### src/design/arpc_pkg.sv
// arpc_pkg: shared types and constants of the arp cache next-hop block
// used by arpc_entry_cell, arp_cache_next_hop_top and tb_top; depends on nothing
`default_nettype none
package arpc_pkg;

   localparam int INDEX_W = 6;  // covers tables of up to 64 entries
   localparam int MAC_W   = 48;
   localparam int IP_W    = 32;
   localparam int LIFE_W  = 7;
   localparam int KEY_W   = 16;

   localparam logic [LIFE_W-1:0] LIFE_FULL = 7'd100;
   localparam logic [15:0] ETH_IPV4 = 16'h0800;
   localparam logic [15:0] ETH_ARP  = 16'h0806;

   localparam logic [2:0] ST_DIRECT    = 3'd0;
   localparam logic [2:0] ST_GATEWAY   = 3'd1;
   localparam logic [2:0] ST_NEED_ARP  = 3'd2;
   localparam logic [2:0] ST_ARP_FRAME = 3'd3;
   localparam logic [2:0] ST_LEARNED   = 3'd4;
   localparam logic [2:0] ST_FOREIGN   = 3'd5;
   localparam logic [2:0] ST_FULL      = 3'd6;
   localparam logic [2:0] ST_UNUSED    = 3'd7;

   localparam logic [1:0] CSR_OWN_IP      = 2'd0;
   localparam logic [1:0] CSR_SUBNET_MASK = 2'd1;
   localparam logic [1:0] CSR_GATEWAY_MAC = 2'd2;

   localparam logic CMD_TX = 1'b0;

   typedef enum logic [1:0] {
      ST_IDLE,
      ST_SEARCH,
      ST_FINISH
   } state_type;

   // search token walking down the row of entries
   typedef struct packed {
      logic               valid;
      logic [KEY_W-1:0]   key;
      logic               hit;
      logic [INDEX_W-1:0] hit_idx;
      logic [MAC_W-1:0]   hit_mac;
      logic               free;
      logic [INDEX_W-1:0] free_idx;
   } token_type;

   // table update broadcast to every entry
   typedef struct packed {
      logic               en;
      logic               load;
      logic [INDEX_W-1:0] idx;
      logic [IP_W-1:0]    ip;
      logic [MAC_W-1:0]   mac;
   } entry_wr_type;

endpackage
`default_nettype wire

### src/design/arpc_entry_cell.sv
// arpc_entry_cell: one table entry (ip, mac, life) plus one stage of the search row
// depends on arpc_pkg
`default_nettype none
module arpc_entry_cell #(
   parameter int CELL_INDEX = 0
) (
   input  wire logic                  clock,
   input  wire logic                  reset,
   input  wire arpc_pkg::token_type   tok_in,
   output arpc_pkg::token_type        tok_out,
   input  wire arpc_pkg::entry_wr_type wr
);

   localparam logic [arpc_pkg::INDEX_W-1:0] MY_IDX = arpc_pkg::INDEX_W'(CELL_INDEX);

   logic [arpc_pkg::IP_W-1:0]   ip_ff;
   logic [arpc_pkg::MAC_W-1:0]  mac_ff;
   logic [arpc_pkg::LIFE_W-1:0] life_ff, life_in;
   arpc_pkg::token_type         tok_ff, tok_in_nxt;
   logic                        live;

   assign live = (life_ff != '0);

   always_comb begin
      tok_in_nxt = tok_in;
      if (!tok_in.hit && live && ip_ff[arpc_pkg::KEY_W-1:0] == tok_in.key) begin
         tok_in_nxt.hit     = 1'b1;
         tok_in_nxt.hit_idx = MY_IDX;
         tok_in_nxt.hit_mac = mac_ff;
      end
      // first entry with zero life is the fill slot
      if (!tok_in.free && !live) begin
         tok_in_nxt.free     = 1'b1;
         tok_in_nxt.free_idx = MY_IDX;
      end
   end

   always_comb begin
      life_in = life_ff;
      if (wr.en && wr.idx == MY_IDX) begin
         life_in = arpc_pkg::LIFE_FULL;
      end
   end

   always_ff @(posedge clock) begin
      if (reset) begin
         life_ff      <= '0;
         tok_ff.valid <= 1'b0;
      end else begin
         life_ff      <= life_in;
         tok_ff.valid <= tok_in_nxt.valid;
      end
      tok_ff.key      <= tok_in_nxt.key;
      tok_ff.hit      <= tok_in_nxt.hit;
      tok_ff.hit_idx  <= tok_in_nxt.hit_idx;
      tok_ff.hit_mac  <= tok_in_nxt.hit_mac;
      tok_ff.free     <= tok_in_nxt.free;
      tok_ff.free_idx <= tok_in_nxt.free_idx;
      if (wr.en && wr.load && wr.idx == MY_IDX) begin
         ip_ff  <= wr.ip;
         mac_ff <= wr.mac;
      end
   end

   assign tok_out = tok_ff;

endmodule
`default_nettype wire

### src/design/arp_cache_next_hop_top.sv
// arp_cache_next_hop_top: arp cache with next-hop lookup for one network port
// depends on arpc_pkg and arpc_entry_cell
//
// usage:
//  req channel (req_valid/req_stall) carries one item: cmd 0 is a transmit
//  next-hop lookup of req_ip_addr, cmd 1 a received frame header (ethertype,
//  source ip, source mac). rsp channel (rsp_valid/rsp_stall) returns exactly
//  one result per item: status, dest_mac, entry_index.
//  csr port: csr_write with csr_index 0 own ip, 1 subnet mask, 2 gateway mac;
//  other indexes are dropped. write only while the block is idle.
//  timing: every item walks a search token through the row of TABLE_ENTRIES
//  entry cells, one cell per cycle, then the finish state updates the table and
//  loads the response register once it is free. one item is in work at a time,
//  so req_stall stays high from the request transfer until that load; the
//  search time is set by the cell row length.
//  stall: a held response keeps the block in its finish state; a new request
//  may still be taken while a finished response waits on rsp_stall.
//  reset: all entry lives clear (table empty), csr registers read zero.
`default_nettype none
module arp_cache_next_hop_top #(
   parameter int TABLE_ENTRIES = 8
) (
   input  wire logic        clock,
   input  wire logic        reset,
   input  wire logic        req_valid,
   output logic             req_stall,
   input  wire logic        req_cmd,
   input  wire logic [31:0] req_ip_addr,
   input  wire logic [47:0] req_peer_mac_in,
   input  wire logic [15:0] req_ethertype,
   output logic             rsp_valid,
   input  wire logic        rsp_stall,
   output logic [2:0]       rsp_status,
   output logic [47:0]      rsp_dest_mac,
   output logic [2:0]       rsp_entry_index,
   input  wire logic        csr_write,
   input  wire logic [1:0]  csr_index,
   input  wire logic [47:0] csr_data
);

   arpc_pkg::state_type state_ff, state_in;

   logic [31:0] own_ip_ff, subnet_mask_ff;
   logic [47:0] gateway_mac_ff;

   logic        cmd_ff;
   logic [31:0] ip_ff;
   logic [47:0] mac_ff;
   logic [15:0] etype_ff;

   arpc_pkg::token_type    tok [0:TABLE_ENTRIES];
   arpc_pkg::token_type    found_ff;
   arpc_pkg::entry_wr_type wr;

   logic        rsp_valid_ff, rsp_valid_in;
   logic [2:0]  status_ff, status_in;
   logic [47:0] dest_mac_ff, dest_mac_in;
   logic [2:0]  index_ff, index_in;

   logic accept, load, in_sub;

   assign accept    = req_valid && !req_stall;
   assign req_stall = (state_ff != arpc_pkg::ST_IDLE);

   always_ff @(posedge clock) begin
      if (reset) begin
         own_ip_ff      <= '0;
         subnet_mask_ff <= '0;
         gateway_mac_ff <= '0;
      end else if (csr_write) begin
         case (csr_index)
            arpc_pkg::CSR_OWN_IP:      own_ip_ff      <= csr_data[31:0];
            arpc_pkg::CSR_SUBNET_MASK: subnet_mask_ff <= csr_data[31:0];
            arpc_pkg::CSR_GATEWAY_MAC: gateway_mac_ff <= csr_data;
            default: ;
         endcase
      end
   end

   always_ff @(posedge clock) begin
      if (accept) begin
         cmd_ff   <= req_cmd;
         ip_ff    <= req_ip_addr;
         mac_ff   <= req_peer_mac_in;
         etype_ff <= req_ethertype;
      end
      if (state_ff == arpc_pkg::ST_SEARCH && tok[TABLE_ENTRIES].valid) begin
         found_ff <= tok[TABLE_ENTRIES];
      end
   end

   assign tok[0] = '{valid: accept, key: req_ip_addr[arpc_pkg::KEY_W-1:0], default: '0};

   for (genvar g = 0; g < TABLE_ENTRIES; g++) begin : g_row
      arpc_entry_cell #(
         .CELL_INDEX(g)
      ) u_entry (
         .clock  (clock),
         .reset  (reset),
         .tok_in (tok[g]),
         .tok_out(tok[g+1]),
         .wr     (wr)
      );
   end

   assign in_sub = ((ip_ff & subnet_mask_ff) == (own_ip_ff & subnet_mask_ff));
   assign load   = (state_ff == arpc_pkg::ST_FINISH) && (!rsp_valid_ff || !rsp_stall);

   // result decode and table update, taken when the response register is free
   always_comb begin
      status_in   = arpc_pkg::ST_FOREIGN;
      dest_mac_in = '0;
      index_in    = '0;
      wr          = '0;
      wr.ip       = ip_ff;
      wr.mac      = mac_ff;
      if (cmd_ff == arpc_pkg::CMD_TX) begin
         if (!in_sub) begin
            status_in   = arpc_pkg::ST_GATEWAY;
            dest_mac_in = gateway_mac_ff;
         end else if (found_ff.hit) begin
            status_in   = arpc_pkg::ST_DIRECT;
            dest_mac_in = found_ff.hit_mac;
            index_in    = 3'(found_ff.hit_idx);
            wr.en       = load;
            wr.idx      = found_ff.hit_idx;
         end else begin
            status_in = arpc_pkg::ST_NEED_ARP;
         end
      end else if (etype_ff == arpc_pkg::ETH_IPV4) begin
         if (!in_sub) begin
            status_in = arpc_pkg::ST_FOREIGN;
         end else if (found_ff.hit) begin
            status_in = arpc_pkg::ST_LEARNED;
            index_in  = 3'(found_ff.hit_idx);
            wr.en     = load;
            wr.idx    = found_ff.hit_idx;
         end else if (found_ff.free) begin
            status_in = arpc_pkg::ST_LEARNED;
            index_in  = 3'(found_ff.free_idx);
            wr.en     = load;
            wr.load   = 1'b1;
            wr.idx    = found_ff.free_idx;
         end else begin
            status_in = arpc_pkg::ST_FULL;
         end
      end else if (etype_ff == arpc_pkg::ETH_ARP) begin
         status_in = arpc_pkg::ST_ARP_FRAME;
      end
   end

   always_comb begin
      state_in = state_ff;
      case (state_ff)
         arpc_pkg::ST_IDLE:   if (accept) state_in = arpc_pkg::ST_SEARCH;
         arpc_pkg::ST_SEARCH: if (tok[TABLE_ENTRIES].valid) state_in = arpc_pkg::ST_FINISH;
         arpc_pkg::ST_FINISH: if (load) state_in = arpc_pkg::ST_IDLE;
         default:             state_in = arpc_pkg::ST_IDLE;
      endcase
   end

   assign rsp_valid_in = load || (rsp_valid_ff && rsp_stall);

   always_ff @(posedge clock) begin
      if (reset) begin
         state_ff     <= arpc_pkg::ST_IDLE;
         rsp_valid_ff <= 1'b0;
      end else begin
         state_ff     <= state_in;
         rsp_valid_ff <= rsp_valid_in;
      end
   end

   always_ff @(posedge clock) begin
      if (load) begin
         status_ff   <= status_in;
         dest_mac_ff <= dest_mac_in;
         index_ff    <= index_in;
      end
   end

   assign rsp_valid       = rsp_valid_ff;
   assign rsp_status      = status_ff;
   assign rsp_dest_mac    = dest_mac_ff;
   assign rsp_entry_index = index_ff;

`ifndef SYNTHESIS
   a_token_in_search: assert property (@(posedge clock) disable iff (reset)
      tok[TABLE_ENTRIES].valid |-> state_ff == arpc_pkg::ST_SEARCH)
      else $error("search token left the row outside search");
   a_status_code: assert property (@(posedge clock) disable iff (reset)
      rsp_valid |-> rsp_status != arpc_pkg::ST_UNUSED)
      else $error("unused status code on response");
   a_mac_zero: assert property (@(posedge clock) disable iff (reset)
      (rsp_valid && rsp_status != arpc_pkg::ST_DIRECT && rsp_status != arpc_pkg::ST_GATEWAY)
      |-> rsp_dest_mac == '0)
      else $error("dest mac set for a status without next hop");
   a_load_idle: assert property (@(posedge clock) disable iff (reset)
      load |=> (state_ff == arpc_pkg::ST_IDLE && rsp_valid))
      else $error("finish did not return to idle with a response");
   a_write_finish: assert property (@(posedge clock) disable iff (reset)
      wr.en |-> (state_ff == arpc_pkg::ST_FINISH && load))
      else $error("table written outside a finish transfer");
`endif

endmodule
`default_nettype wire

### config.mk
export PLATFORM = sky130hd
export DESIGN_NAME = arp_cache_next_hop_top
export DESIGN_NICKNAME = d
export VERILOG_FILES = /design/src/design/arpc_pkg.sv /design/src/design/arpc_entry_cell.sv /design/src/design/arp_cache_next_hop_top.sv
export SDC_FILE = /design/constraint.sdc
export NUM_CORES = 1
export LEC_CHECK = 0
export ABC_CLOCK_PERIOD_IN_PS = 15350
export BUFFER_PORTS_ARGS = -buffer_cell sky130_fd_sc_hd__buf_4
export CAP_MARGIN = 20
export CORE_MARGIN = 1
export CORE_UTILIZATION = 60
export CTS_BUF_LIST = sky130_fd_sc_hd__clkbuf_4 sky130_fd_sc_hd__clkbuf_8 sky130_fd_sc_hd__clkbuf_16
export DETAILED_ROUTE_END_ITERATION = 12
export PLACE_DENSITY = 0.76
export SYNTH_ARGS = -nofsm -noshare
export SYNTH_HDL_FRONTEND = slang
export SYNTH_HIERARCHICAL = 1
export SYNTH_SLANG_ARGS = --single-unit
export TNS_END_PERCENT = 30
### constraint.sdc
create_clock -name clock -period 15.35 [get_ports clock]
set_input_delay 2.3025 -clock clock [delete_from_list [all_inputs] [get_ports clock]]
set_output_delay 2.3025 -clock clock [all_outputs]
set_load 0.02 [all_outputs]
# After elaboration in Yosys (flattened, before gate mapping)
# Index checks and enable logic that the tools add are counted.
# word_totals
inputBits	152
output_inout_bits	56
register_bits	1464
elab_cells	251
# op_classes
bitwise	2
eq_ne	25
n_reduce_logical	85
mux	43
# ops
op	count
two-way mux 48 bit	9
equality test 16 bit	8
AND 32 bit	2
nonzero test 7 bit	8
two-way mux 55 bit	1
logical AND 1 bit	43
two-way mux 3 bit	12
equality test 16 x 12 -> 1 bit (second input constant)	2
equality test 32 bit	1
equality test 6 x 3 -> 1 bit (second input constant)	4
zero test 1 bit	24
two-way mux 6 bit	4
two-way mux 8 bit	3
equality test 6 x 2 -> 1 bit (second input constant)	2
two-way mux 2 bit	6
two-way mux 7 bit	1
equality test 6 x 1 -> 1 bit (second input constant)	1
zero test 6 bit	1
two-way mux 1 bit	6
one-hot mux 2 bit (3 select lines)	1
AND reduction 2 bit	3
equality test 2 x 1 -> 1 bit (second input constant)	2
equality test 2 bit (second input constant)	2
zero test 2 bit	2
other kinds (5)	7

# Longest topological paths before layout
# logic_depth
ltp_word	10
depth_mapped	10
ltp_nobuf	9

# Modules after synthesis
# Netlist, hierarchy kept.
# by_module_without_submodules
mod	area_per_inst_um2	instances	cells_per_inst
arp_cache_next_hop_top	12111.6	1	977
arpc_entry_cell (g_row[5].u_entry ...)	4611.9	2	242
arpc_entry_cell (g_row[1].u_entry ...)	4610.7	2	242
arpc_entry_cell (g_row[7].u_entry)	4613.2	1	241
arpc_entry_cell (g_row[3].u_entry)	4611.9	1	241
arpc_entry_cell (g_row[4].u_entry)	4609.4	1	240
arpc_entry_cell (g_row[0].u_entry)	4608.2	1	240

# Worst setup path after synthesis
# No wires, ideal clock.
# synth_path
kind	input-to-reg
from	input rsp_stall
to	register g_row[6].u_entry/ip_ff[0] (netlist bit) (enable)
slack_ns	5.937
path_stages	6
n_path_buf	0
t_arrival_ns	8.926
required_ns	14.863
setup_ns	0.487
path_cell_list	a21oi_1 -> o21ai_0 -> nor3b_1 -> nor4bb_1 -> nand3_1 -> nor2_1
# synth_lines
item	line	rtl
from (decl)	arp_cache_next_hop_top.sv:32	input wire logic rsp_stall,
to (signal assigned)	arpc_entry_cell.sv:60	ip_ff <= wr.ip;
to (decl)	arpc_entry_cell.sv:16	logic [arpc_pkg::IP_W-1:0] ip_ff;

==> results.toml <==
[finish]
nets = 3393
final_cell_mix = "dfxtp_1 (739), edfxtp_1 (725), mux2_4 (344), nand2_1 (277), buf_4 (229)"
area_delta_synth_final_pct = 15.8
fill_cells = 5007
final_common_cell = "dfxtp_1"
drive_above_1_share_pct = 27.4

[pwr]
pwr-share-clk_pct = 43.2
irDropWorstVdd_mv = 0.118
power.density_cell_area_nw_per_um2 = 142
comb_power_share_pct = 3.3
p_seq_share_pct = 53.5
p_total_w = 0.00798
leakagePower_nw = 22.2
switching_power_w = 0.00163
internal_power_w = 0.00635
switching_share_pct = 20.4

[yosys]
mappedNetlistArea_um2 = 48700
ys_warn_count = 6
avgSynthCellArea_um2 = 16.8
netlist_instances = 2891

[hold_path]
min_path_cells = 0
min_path_type = "flop to flop"
min_to = "g_row[4].u_entry/tok_out[66]$_DFF_P_"
hold_path.startpoint = "g_row[3].u_entry/tok_out[66]$_DFF_P_"

[die]
io_pins = 208
core_area_um2 = 80400
die_h_um = 287
row_count = 104
die_area_um2 = 82300
initial_core_util_pct = 60.5
die_w_um = 287

[clocking]
cts_setup_buffers = 0
cts_sinks = 1464
cts_buffers = 141
clock_path_buffers = 3
cts_resized = 0
clk_pin_slew_ps = 60
root_buffer = "clkbuf_16"
clkLatencyLatePin_ps = 730
cts_tree = "done"
cts-htree-levels = 4
cts_hold_buf = 0

[route]
ant_nets = 0
firstDrtPassIters = 6
drc = 0
drt_first_iter_violations = 1880
via_count = 24000
routedWlPerCell_um = 22.4
routed_wirelength_mm = 99.0
vias_per_cell = 5.43

[run]
maxCapViolations = 0

[timing]
rsz0062_at_grt = "false"
fmax_ghz = 0.180
finalHoldViolations = 0
setup_violations = 0
layout_setup_ws_ps = 9790
timing.final.max_slew_violations = 0
fin_crit_sh_pct = 36.2
setup_tns_ps = 0
maxSlewHeadroom_pct = 21.6
fin_crit_ps = 5560
tightest_slew_ps = 1180
finClkSkew_ps = 28.0

[global_routing]
antenna_found_initial = 3
met3_usage_pct = 4.30
use_met2_pct = 40.2
grt_max_degree = 74
grt-busiest-layer = "met2"
grt_pass1_vias = 24900
grt-ovfl-total = 0
use_met1_pct = 32.4
grt_pass1_wl_mm = 147
track_usage_pct = 24.1

[setup_path]
cp.required_ps = 15740
r2r-start = "ip_ff[12]$_DFFE_PP_"
worstPathArrival_ps = 5950
cp_max_fo = 55
start_kind = "input pin"
criticalPathCategory = "input pin to flop"
r2r_slack_ps = 9850
reg2reg_to = "g_row[5].u_entry/mac_ff[20]$_DFFE_PP_"
cp-end-kind = "flop"
rr_worst_depth = 10
startpoint = "rsp_stall"

[place]
io_buffers = 207
gp_congestion = 0.855
place_hpwl_mm = 58.4
place_ws_ps = 9050

[run_status]
outcome = "complete, no violations"
-- metal layers --
metal	part of all wire, %	wire [µm]
met5	0.013	13
met4	1.8	1740
met3	6.2	6150
met2	50	49400
met1	42	41700
-- worst max-delay path by stage --
stage | endpoint | slack (ps) | cells after the start
after floorplan | g_row[6].u_entry/ip_ff[0]$_DFFE_PP_ | 5940 | 6
after global placement | g_row[3].u_entry/mac_ff[14]$_DFFE_PP_ | 9220 | 8
after detailed placement | g_row[3].u_entry/mac_ff[25]$_DFFE_PP_ | 9050 | 8
after CTS | g_row[3].u_entry/mac_ff[29]$_DFFE_PP_ | 9250 | 9
after global routing | g_row[3].u_entry/mac_ff[42]$_DFFE_PP_ | 9590 | 9
final | g_row[3].u_entry/mac_ff[42]$_DFFE_PP_ | 9790 | 9
-- state kept, by name (all words and copies together), names as in the netlist --
| name | flops |
|---|---|
| g_row.u_entry/mac_ff | 384 |
| state_ff | 2 |
| own_ip_ff | 32 |
| g_row.u_entry/life_ff | 8 |
| gateway_mac_ff | 48 |
| cmd_ff | 1 |
| rsp_entry_index | 3 |
| g_row.u_entry/ip_ff | 128 |
| rsp_dest_mac | 48 |
| rsp_status | 3 |
| subnet_mask_ff | 32 |
| ip_ff | 32 |
| rsp_valid | 1 |
| found_ff | 62 |
| g_row.u_entry/tok_out | 616 |
| mac_ff | 48 |
| etype_ff | 16 |
-- power by group through the flow --
stage / clock network (W) / logic [W] / registers, W
after floorplan: 0 / 0.000175 / 0.00433
after global placement: 0 / 0.000245 / 0.00435
after detailed placement: 0 / 0.000253 / 0.00436
after CTS: 0.00351 / 0.000256 / 0.00427
after global routing: 0.00366 / 0.000278 / 0.00428
final: 0.00345 / 0.000262 / 0.00427
-- layout make-up --
type,instances,area (µm²),area share [%]
Inverter,11,41.3,0.0733
Clock buffer,206,4230,7.51
Timing Repair Buffer,241,1990,3.53
Antenna cell,1,2.50,0.00444
Clock inverter,56,488,0.866
Tap cell,1060,1330,2.35
Multi-Input combinational cell,1382,11700,20.8
Sequential cell,1464,36600,64.9
-- worst max-delay path: stages --
cell	delay, ps
buf_4	120
a21oi_4	100
buf_4	690
o21ai_0	200
nor3b_1	640
or4b_2	640
nor3_1	300
and2_4	580
buf_12	300
-- stage by stage --
step / cells / hold slack [ps] / cell area [µm²] / util (%)
after floorplan: 2954 / 349 / 48900 / -
after global placement: 4146 / 352 / 51400 / 63.9
after detailed placement: 4147 / 353 / 51400 / 63.9
after CTS: 4409 / 357 / 56100 / 69.7
after global routing: 4420 / 367 / 56400 / 70.1
final: 4421 / 355 / 56400 / 70.1
No activity file was read; power rests on OpenSTA's default activity.
